`src/rtl/fac_pkg.sv`:
```
// Shared types, constants and the arctangent table for the full-circle arctangent.
`timescale 1ns / 1ps
package fac_pkg;

    localparam int DATA_WIDTH_DEF  = 16;
    localparam int ANGLE_WIDTH_DEF = 16;

    // Phase is a 32-bit unsigned fraction of a turn, wrapping modulo one turn.
    localparam int TURN_BITS    = 32;
    localparam int CORDIC_STEPS = 32;

    // Vector datapath width: normalized magnitude stays below 2^32 and the
    // CORDIC gain with the diagonal stays below 2^34; one spare bit on top.
    localparam int VEC_W = 36;

    localparam logic [TURN_BITS-1:0] HALF_TURN = {1'b1, {(TURN_BITS-1){1'b0}}};

    // Quarter-turn code for the axis cases.
    typedef enum logic [1:0] {
        QUAD_0 = 2'd0,
        QUAD_1 = 2'd1,
        QUAD_2 = 2'd2,
        QUAD_3 = 2'd3
    } fac_quad_t;

    typedef struct packed {
        logic      valid;
        logic      special;
        fac_quad_t quad;
    } fac_ctl_t;

    typedef logic signed [VEC_W-1:0] fac_vec_t;
    typedef logic [TURN_BITS-1:0]    fac_turn_t;

    // round(atan(2^-i) / (2*pi) * 2^32)
    function automatic fac_turn_t atan_turn(input int unsigned idx);
        fac_turn_t r;
        begin
            unique case (idx)
                0:  r = 32'd536870912;
                1:  r = 32'd316933406;
                2:  r = 32'd167458907;
                3:  r = 32'd85004756;
                4:  r = 32'd42667331;
                5:  r = 32'd21354465;
                6:  r = 32'd10679838;
                7:  r = 32'd5340245;
                8:  r = 32'd2670163;
                9:  r = 32'd1335087;
                10: r = 32'd667544;
                11: r = 32'd333772;
                12: r = 32'd166886;
                13: r = 32'd83443;
                14: r = 32'd41722;
                15: r = 32'd20861;
                16: r = 32'd10430;
                17: r = 32'd5215;
                18: r = 32'd2608;
                19: r = 32'd1304;
                20: r = 32'd652;
                21: r = 32'd326;
                22: r = 32'd163;
                23: r = 32'd81;
                24: r = 32'd41;
                25: r = 32'd20;
                26: r = 32'd10;
                27: r = 32'd5;
                28: r = 32'd3;
                29: r = 32'd1;
                30: r = 32'd1;
                default: r = 32'd0;
            endcase
            return r;
        end
    endfunction

endpackage

```
`src/rtl/fac_cordic_stage.sv`:
```
// One registered vectoring CORDIC micro-rotation.
`timescale 1ns / 1ps
module fac_cordic_stage
    import fac_pkg::*;
#(
    parameter int STEP = 0
)
(
    input  logic      clk,
    input  logic      rst_n,
    input  logic      ce,
    input  fac_ctl_t  ctl_in,
    input  fac_vec_t  x_in,
    input  fac_vec_t  y_in,
    input  fac_turn_t z_in,
    output fac_ctl_t  ctl_out,
    output fac_vec_t  x_out,
    output fac_vec_t  y_out,
    output fac_turn_t z_out
);

    localparam fac_turn_t ATAN_STEP = atan_turn(STEP);

    fac_ctl_t  ctl_reg;
    fac_vec_t  x_reg, x_next;
    fac_vec_t  y_reg, y_next;
    fac_turn_t z_reg, z_next;

    always_comb
    begin
        fac_vec_t xs;
        fac_vec_t ys;
        xs = x_in >>> STEP;
        ys = y_in >>> STEP;
        // rotate toward the axis: sign of y picks the direction
        if (!y_in[VEC_W-1])
        begin
            x_next = x_in + ys;
            y_next = y_in - xs;
            z_next = z_in + ATAN_STEP;
        end
        else
        begin
            x_next = x_in - ys;
            y_next = y_in + xs;
            z_next = z_in - ATAN_STEP;
        end
    end

    always_ff @(posedge clk or negedge rst_n)
    begin
        if (!rst_n)
        begin
            ctl_reg <= '0;
        end
        else if (ce)
        begin
            ctl_reg <= ctl_in;
        end
    end

    always_ff @(posedge clk)
    begin
        if (ce)
        begin
            x_reg <= x_next;
            y_reg <= y_next;
            z_reg <= z_next;
        end
    end

    assign ctl_out = ctl_reg;
    assign x_out   = x_reg;
    assign y_out   = y_reg;
    assign z_out   = z_reg;

endmodule

```
`config.mk`:
```
export PLATFORM = sky130hd
export DESIGN_NAME = fac_cordic_stage
export DESIGN_NICKNAME = d
export VERILOG_FILES = /design/src/rtl/fac_pkg.sv /design/src/rtl/fac_cordic_stage.sv
export SDC_FILE = /design/constraint.sdc
export NUM_CORES = 1
export LEC_CHECK = 0
export ABC_AREA = 1
export BUFFER_PORTS_ARGS = -buffer_cell sky130_fd_sc_hd__buf_4
export CAP_MARGIN = 20
export CORE_UTILIZATION = 35
export DETAILED_ROUTE_END_ITERATION = 8
export SKIP_CTS_REPAIR_TIMING = 1
export SLEW_MARGIN = 20
export SYNTH_ARGS = -nofsm -noshare
export SYNTH_HDL_FRONTEND = slang
export SYNTH_SLANG_ARGS = --single-unit
export TNS_END_PERCENT = 20
```
`constraint.sdc`:
```
create_clock -name clk -period 0.8 [get_ports clk]
set_input_delay 0.16 -clock clk [delete_from_list [all_inputs] [get_ports clk]]
set_output_delay 0.16 -clock clk [all_outputs]
set_load 0.02 [all_outputs]
```
Word level (Yosys, flattened, before mapping)
Cells that the tools add are included.

Register bits: 108. Logic and storage cells: 14. Output and inout bits: 108. Input bits: 111.

Muxes and demuxes: 3. Add/sub/neg operators: 5.

Operators with widths (number): 36-bit 2-to-1 mux (2); 36-bit subtractor (2); 36-bit adder (1); 32-bit by 30-bit adder with 32-bit output, second input constant (1); 32-bit 2-to-1 mux (1); 32-bit by 30-bit subtractor with 32-bit output, second input constant (1).

Depth between registers and ports, before layout
Gate-level depths: netlist (run 1).

Word-level depth: 2. Gate-level depth with buffers: 17. Depth with buffers taken out: 17.

Least setup slack after synthesis (run 1)
Ideal clock, no wire load.

Kind: input to register. Start: input port x_in[0]. End: register y_reg[32] (netlist: y_out[32]), data pin. Arrival: 1.636 ns. Cell stages on the path: 13. Library setup time: 0.253 ns. Path slack: -1.089 ns. Buffers on the path: 0. Data required time: 0.547 ns. Cells stage by stage: ha_1 -> fa_1 -> nand2_1 -> nand2_1 -> and2_2 -> nand2_1 -> nand2_1 -> nand2_1 -> nand2_1 -> nand3_1 -> nand3_1 -> nand3_1 -> nand2_1.

Cells in the longest elaborated chain, start to end: 2.

RTL lines: from (decl) (RTL line fac_cordic_stage.sv:13) `input fac_vec_t x_in,`; 36-bit subtractor / 36-bit adder (equally long branches) (RTL line fac_cordic_stage.sv:39, fac_cordic_stage.sv:45); 36-bit 2-to-1 mux * (RTL line fac_cordic_stage.sv:36) `if (!y_in[VEC_W-1])`; net y_next[32] (RTL line fac_cordic_stage.sv:26) `fac_vec_t y_reg, y_next;`; to (signal assigned) (RTL line fac_cordic_stage.sv:67) `y_reg <= y_next;`; to (decl) (RTL line fac_cordic_stage.sv:26).

Mark *: on every way through the listed nets, which the timed path passes. The rest lies on a longest branch. A chain may end at the register's enable or synchronous reset.

Worst setup path after layout (run 1)
Start: input port y_in[0]. End: register x_reg[12] (netlist: x_out[12]), data pin.

Cells in the longest elaborated chain, start to end: 2.

RTL lines: from (decl) (RTL line fac_cordic_stage.sv:14) `input fac_vec_t y_in,`; 36-bit adder / 36-bit subtractor (equally long branches) (RTL line fac_cordic_stage.sv:38, fac_cordic_stage.sv:44); 36-bit 2-to-1 mux * (RTL line fac_cordic_stage.sv:36); net x_next[12] (RTL line fac_cordic_stage.sv:25) `fac_vec_t x_reg, x_next;`; to (signal assigned) (RTL line fac_cordic_stage.sv:66) `x_reg <= x_next;`; to (decl) (RTL line fac_cordic_stage.sv:25).

Marks and branches as above.

==> results of run 1 <==
[flip-flops by register name, summed over array words and instances, names as in the netlist]
signal,cells
ctl_out,4
z_out,32
x_out,36
y_out,35
[synth_stat cells (all sizes together)]
master,n
a21o,10
o21ai,90
o22ai,7
nor4,4
ha,105
o21a,1
a21oi,122
a31oi,3
xnor2,1
or2,5
nand3b,1
nand3,149
nor3,17
buf,40
clkbuf,5
fa,4
mux2,4
o211ai,4
nor2,153
inv,256
xor2,31
nand4,6
dfrtp,4
and2,5
a21boi,3
edfxtp,103
o31ai,2
nand2,506
o21bai,18
[stage by stage]
step	cells	power [uW]	worst slack [ns]	utilization, %	cell area [um^2]
floorplan	1659	13230	-0.9233	-	11560
detailed placement	2620	19420	-1.636	53.24	16460
CTS	2636	24480	-1.250	54.27	16770
global route	2700	28470	-1.025	63.63	19670
global placement	2620	19300	-1.602	53.24	16460
finish	2700	27250	-0.9513	63.63	19670
[logic make-up (layout without fill, tap and decap cells)]
kind of cell / Yosys count / in the layout
multiplexers: 4 / 4
adder cells (fa/ha/maj): 109 / 109
buffers and inverters: 301 / 946
AND/OR/NAND/NOR: 846 / 846
flip-flops: 107 / 107
XOR/XNOR: 32 / 32
AO/OA/AOI/OAI: 260 / 260
[final cells by class]
class                      count  area (um^2)
multi-input combinational   1251         9050
sequential                   107         3193
timing repair buffer         674         5585
clock buffer                   9        225.2
clock inverter                 7        92.59
tap                          396        495.5
inverter                     256         1025
fill                        2726        11240
[final timing paths]
kind / to / slack [ns] / cells past startpoint
worst max-delay path: x_out[12] / -0.95 / 15
worst min-delay path: ctl_out[1] / 0.03 / 2
worst max register to register: ctl_out[3] / 0.04 / 1
worst min register to register: ctl_out[1] / 0.51 / 1
max in group asynchronous: ctl_out[3] / 0.57 / 2
min in group asynchronous: ctl_out[0] / 0.13 / 2
[layer usage]
| layer | track usage, % | vias to the layer above | wire [um] |
|---|---|---|---|
| li1 | - | 6621 | - |
| met1 | 41.63 | 6345 | 23370 |
| met2 | 43.09 | 478 | 21530 |
| met3 | 4.143 | 63 | 2973 |
| met4 | 7.282 | 0 | 1076 |
| met5 | 0 | - | 0 |
[report_power, final]
part	switching [uW]	internal [uW]	leakage, uW	total, uW
registers	312	7030	0.00105	7340
logic	8180	6650	0.00834	14800
clock network	2550	2530	0.000155	5070
==> key figures, run 1 <==
Critical path
  – Cell Chain, Critical Path: buf_12 > ha_4 > fa_2 > nand2_2 > nand2_2 > and2_4 > nand2_2 > nand2_2 > buf_6 > nand2_2 > nand2_2 > xor2_1 > nand2_1 > o21ai_1 > buf_4
  – Worst EP arrival: 1.89 ns
  – CP endpoint kind: flip-flop
  – Nature of the critical path startpoint: input pin
  – Worst r2r src: ctl_out[3]
  – Max incr delay on CP: 0.34 ns
  – Crit path top cell by count: nand2_2
  – Setup CP Type: in2reg
  – Family with the most delay on the worst path: simple AND/OR/NAND/NOR gates
  – Crit-path slowest cell: fa_2
  – Worst EP required: 0.94 ns
  – CP Max Fanout: 3
  – Crit path launch: y_in[0]
  – WP buf/inv: 3

Timing
  – Final Hold Vio Count: 0
  – Final setup fails: 179
  – Setup TNS: -84.12 ns
  – RSZ-0062 raised after global routing: yes
  – Period utilisation layout: 218.9%
  – WHS: 0.02892 ns
  – Setup Skew: 0 ns
  – Slew Viols, Final: 0
  – Worst rel slew slack: 67.97%
  – Max Clk Rate: 571.0 MHz
  – Setup slack after layout: -0.9513 ns
  – Crit path time final: 1.751 ns
  – Worst Max-Slew Pin Slew: 0.4794 ns

Floorplanning
  – Die height: 180.4 um
  – Num rows: 64
  – Core area: 30910 um^2
  – Ports: 219
  – Die Width: 180.4 um
  – Initial core utilization: 36.02%
  – Die area: 32530 um^2

Global routing
  – First-pass GRT wire length: 70100 um
  – Vias in the first global route: 12.53k
  – Largest net degree at the start of global routing: 46
  – GRT overflow: 0
  – Total GRT Usage: 28.35%
  – Antenna violations before repair: 1

Placed design
  – Hpwl dp: 39870 um
  – IO Port Bufs: 218
  – RD Place Congestion: 0.9773

Clocking
  – Clk pin slew, worst setup/hold paths: 0.10 ns
  – CTS tree: done
  – TritonCTS Buffers: 9
  – Later-pin clock latency in the skew report: 0.36 ns
  – CTS sink count: 107
  – Htree depth: 3
  – Clk root buf: clkbuf_16
  – Maximum clock insertion buffer count: 2

Power and ir drop
  – Pwr Density: 1385 nW/um^2
  – Maximum vdd drop: 0.001046 V
  – Leakage: 0.009546 uW

Yosys
  – Mux share of post-synthesis cell area: 0.4046%
  – Largest family of logic cells by synthesized area: simple AND/OR/NAND/NOR gates
  – Synth Area in Compound Gates: 12.89%
  – Mapped Cells: 1659
  – Post-Synthesis Cell Area: 11130 um^2
  – Syn nets: 1879
  – YS warnings: 0
  – Flip-flop and latch count after synthesis: 107
  – Synth Area in Simple Gates: 31.69%
  – Synth cell types: 47
  – Seq/Total Area, Yosys: 28.68%
  – Synth top area share: 27.78%
  – Top cells by area, synth: edfxtp_1 28%, nand2_1 17%, ha_1 12%
  – Adder-cell area share of the yosys netlist: 12.52%
  – XOR/XNOR Fraction of Synth Area: 2.517%
  – Avg Inst Size Synth: 6.711 um^2
  – Dominant cell type by area after synthesis: edfxtp_1

Run status
  – Failing checks: setup timing
  – Outcome: finished, violations left

Cells and area
  – Most frequent cells in the layout: 571 x buf_4, 347 x nand2_1, 190 x inv_1
  – Diodes inserted: 0
  – Commonest non-fill, non-tap cell in the layout: buf_4
  – Share of cells above drive strength 1: 51.82%
  – Total Nets Final: 2519
  – P&R area growth vs syn: 76.65%

Route
  – First drt pass iteration count: 6
  – Vias/cell: 5.003
  – Final WL: 48950 um
  – DR iter-0 viols: 1056
  – Wire per inst: 18.13 um
  – Vias: 13.51k
  – Remaining DRCs: 0
  – ANT nets after route: 0

Job
  – Max-capacitance violation count: 0

Worst hold path
  – Hold WC Path Type: in2reg
  – Hold path startpoint: ctl_in[1]
Note: power is estimated with default switching activity, not from simulation.
==> run 2: changes to the inputs <==
Settings changed: CTS_BUF_LIST from default to sky130_fd_sc_hd__clkbuf_4 sky130_fd_sc_hd__clkbuf_8.
==> run 2 against run 1 <==
Against the previous run: the run still ends with setup timing left; fmax up 4.1%; register-to-register slack worse by 0.03 ns; via count up 1.2%; clock-buffer cell count unchanged; die area unchanged; clock power down 21%; setup slack better by 0.069 ns; non-clock buffer count up 9; cell count up 0.33%; worst hold slack better by 0.022 ns; critical path type unchanged.
==> key figures, run 2 (same netlist as run 1, synthesis figures left out) <==
Run status
  – Outcome: finished, violations left
  – Failing checks: setup timing

Route
  – First drt pass iteration count: 6
  – Wire per inst: 18.19 um
  – Final WL: 49290 um
  – Vias/cell: 5.047
  – ANT nets after route: 0
  – Vias: 13.67k
  – Remaining DRCs: 0
  – DR iter-0 viols: 961

Global routing
  – Largest net degree at the start of global routing: 46
  – Total GRT Usage: 28.32%
  – Vias in the first global route: 12.54k
  – First-pass GRT wire length: 70110 um
  – GRT overflow: 0
  – Antenna violations before repair: 0

Worst hold path
  – Hold WC Path Type: in2reg
  – Hold depth: 2

Timing
  – Worst rel slew slack: 76.03%
  – Worst Max-Slew Pin Slew: 0.3571 ns
  – Slew Viols, Final: 0
  – Period utilisation layout: 210.2%
  – Setup slack after layout: -0.8818 ns
  – Final setup fails: 179
  – Crit path time final: 1.682 ns
  – Max Clk Rate: 594.6 MHz
  – Setup Skew: 0 ns
  – RSZ-0062 raised after global routing: yes
  – Final Hold Vio Count: 0

Power and ir drop
  – Leakage: 0.009755 uW
  – Maximum vdd drop: 0.0009097 V
  – Sequential power share: 27.7%
  – Gate power share: 57.3%
  – Internal power: 15440 uW
  – Switch Pwr: 11150 uW
  – Pwr Density: 1325 nW/um^2
  – Sw Share: 41.94%
  – Clk pwr share: 15.0%
  – Final Power: 26600 uW

Critical path
  – Cell Chain, Critical Path: buf_4 > inv_1 > ha_4 > nand2_2 > nor2_4 > inv_1 > nor2_1 > nor2_2 > o21ai_4 > buf_4 > xor2_1 > nand2_1 > o21ai_2
  – Worst EP arrival: 1.93 ns
  – WP buf/inv: 4
  – Worst EP required: 1.05 ns
  – Crit-path slowest cell: ha_4
  – CP endpoint kind: flip-flop
  – Critical path depth: 13
  – Max incr delay on CP: 0.36 ns
  – Setup CP Type: in2reg
  – CP Max Fanout: 6
  – Family with the most delay on the worst path: simple AND/OR/NAND/NOR gates
  – Nature of the critical path startpoint: input pin
  – FF-to-FF path depth: 1

Cells and area
  – Most frequent cells in the layout: 553 x buf_4, 329 x nand2_1, 179 x inv_1
  – Area of the multi-input gates: 9422 um^2
  – Layout fillers: 2667
  – Final std cell area, no fill: 20080 um^2
  – Max FFs per register: 36
  – Reg area: 3193 um^2
  – Final Non-Filler Cells: 2709
  – Total Nets Final: 2528
  – Commonest non-fill, non-tap cell in the layout: buf_4
  – Diodes inserted: 0
  – Share of cells above drive strength 1: 54.30%
  – P&R area growth vs syn: 80.36%

Clocking
  – TritonCTS Buffers: 9
  – CTS sink count: 107
  – CTS tree: done
  – Clk pin slew, worst setup/hold paths: 0.11 ns
  – Maximum clock insertion buffer count: 2
  – Clk root buf: clkbuf_8
  – Later-pin clock latency in the skew report: 0.40 ns
  – Htree depth: 3

Floorplanning
  – Core area: 30910 um^2
  – Ports: 219
  – Num rows: 64
  – Initial core utilization: 36.02%
  – Die area: 32530 um^2
  – Die height: 180.4 um
  – Die Width: 180.4 um

Job
  – Max-capacitance violation count: 0

Placed design
  – Post-DP Area: 16460 um^2
  – RD Place Congestion: 0.9773
  – IO Port Bufs: 218
  – Placed cells: 2620
  – Hpwl dp: 39870 um
run 2: cell types whose count changed in the layout (fill, tap and decap cells not counted), moves of 5 or more:
cell,delta
buf_6,+26
buf_4,-18
nand2_1,-18
nand2_4,+18
inv_1,-11
clkbuf_16,-9
clkbuf_8,+9
a21oi_1,-8
inv_2,+8
nand3_1,-8
o21ai_2,+7
o21ai_1,-6
a21oi_4,+5
run 2: final cells by class:
cell class | count | share of cell area [%]
flip-flops and latches | 107 | 15.90
repair buffers | 683 | 28.50
multi-input cells | 1251 | 46.92
inverters | 256 | 5.128
clock inverters | 7 | 0.4611
clock buffers | 9 | 0.6169
well taps | 396 | 2.468
run 2: path summary, 6_finish.rpt:
kind,from,slack (ns),endpoint
setup / recovery,x_in[12],-0.88,x_out[13]
hold / removal,z_in[29],0.05,z_out[29]
setup reg to reg,ctl_out[3],0.01,ctl_out[3]
hold reg to reg,ctl_out[1],0.52,ctl_out[1]
max in group asynchronous,rst_n,0.59,ctl_out[3]
min in group asynchronous,rst_n,0.10,ctl_out[0]
run 2: stage by stage:
step	worst slack [ns]	util [%]	setup TNS, ns	hold slack, ns
2_1_floorplan	-0.9233	-	-58.71	-0.1356
3_3_place_gp	-1.602	53.24	-109.88	-0.04107
3_5_place_dp	-1.636	53.24	-111.17	-0.03862
6_report	-0.8818	64.96	-86.94	0.05106
4_1_cts	-1.196	53.94	-99.73	-0.4890
5_1_grt	-0.9938	64.96	-95.13	0.04482
run 2: per-layer routing:
layer / wire length (um) / vias to the layer above / track usage (%) / share of wire (%)
met2: 21790 / 532 / 43.12 / 44
met4: 976 / 0 / 7.179 / 2.0
li1: - / 6649 / - / -
met3: 3427 / 60 / 4.082 / 7.0
met5: 0 / - / 0 / 0
met1: 23090 / 6430 / 41.62 / 47
run 2: power groups by stage:
stage	clock network, uW	registers, uW	logic [uW]
after floorplan	0	8250	4980
after global placement	0	7430	11900
after detailed placement	0	7440	12000
after CTS	4050	7310	12000
after global routing	4210	7430	16200
final	3980	7370	15200
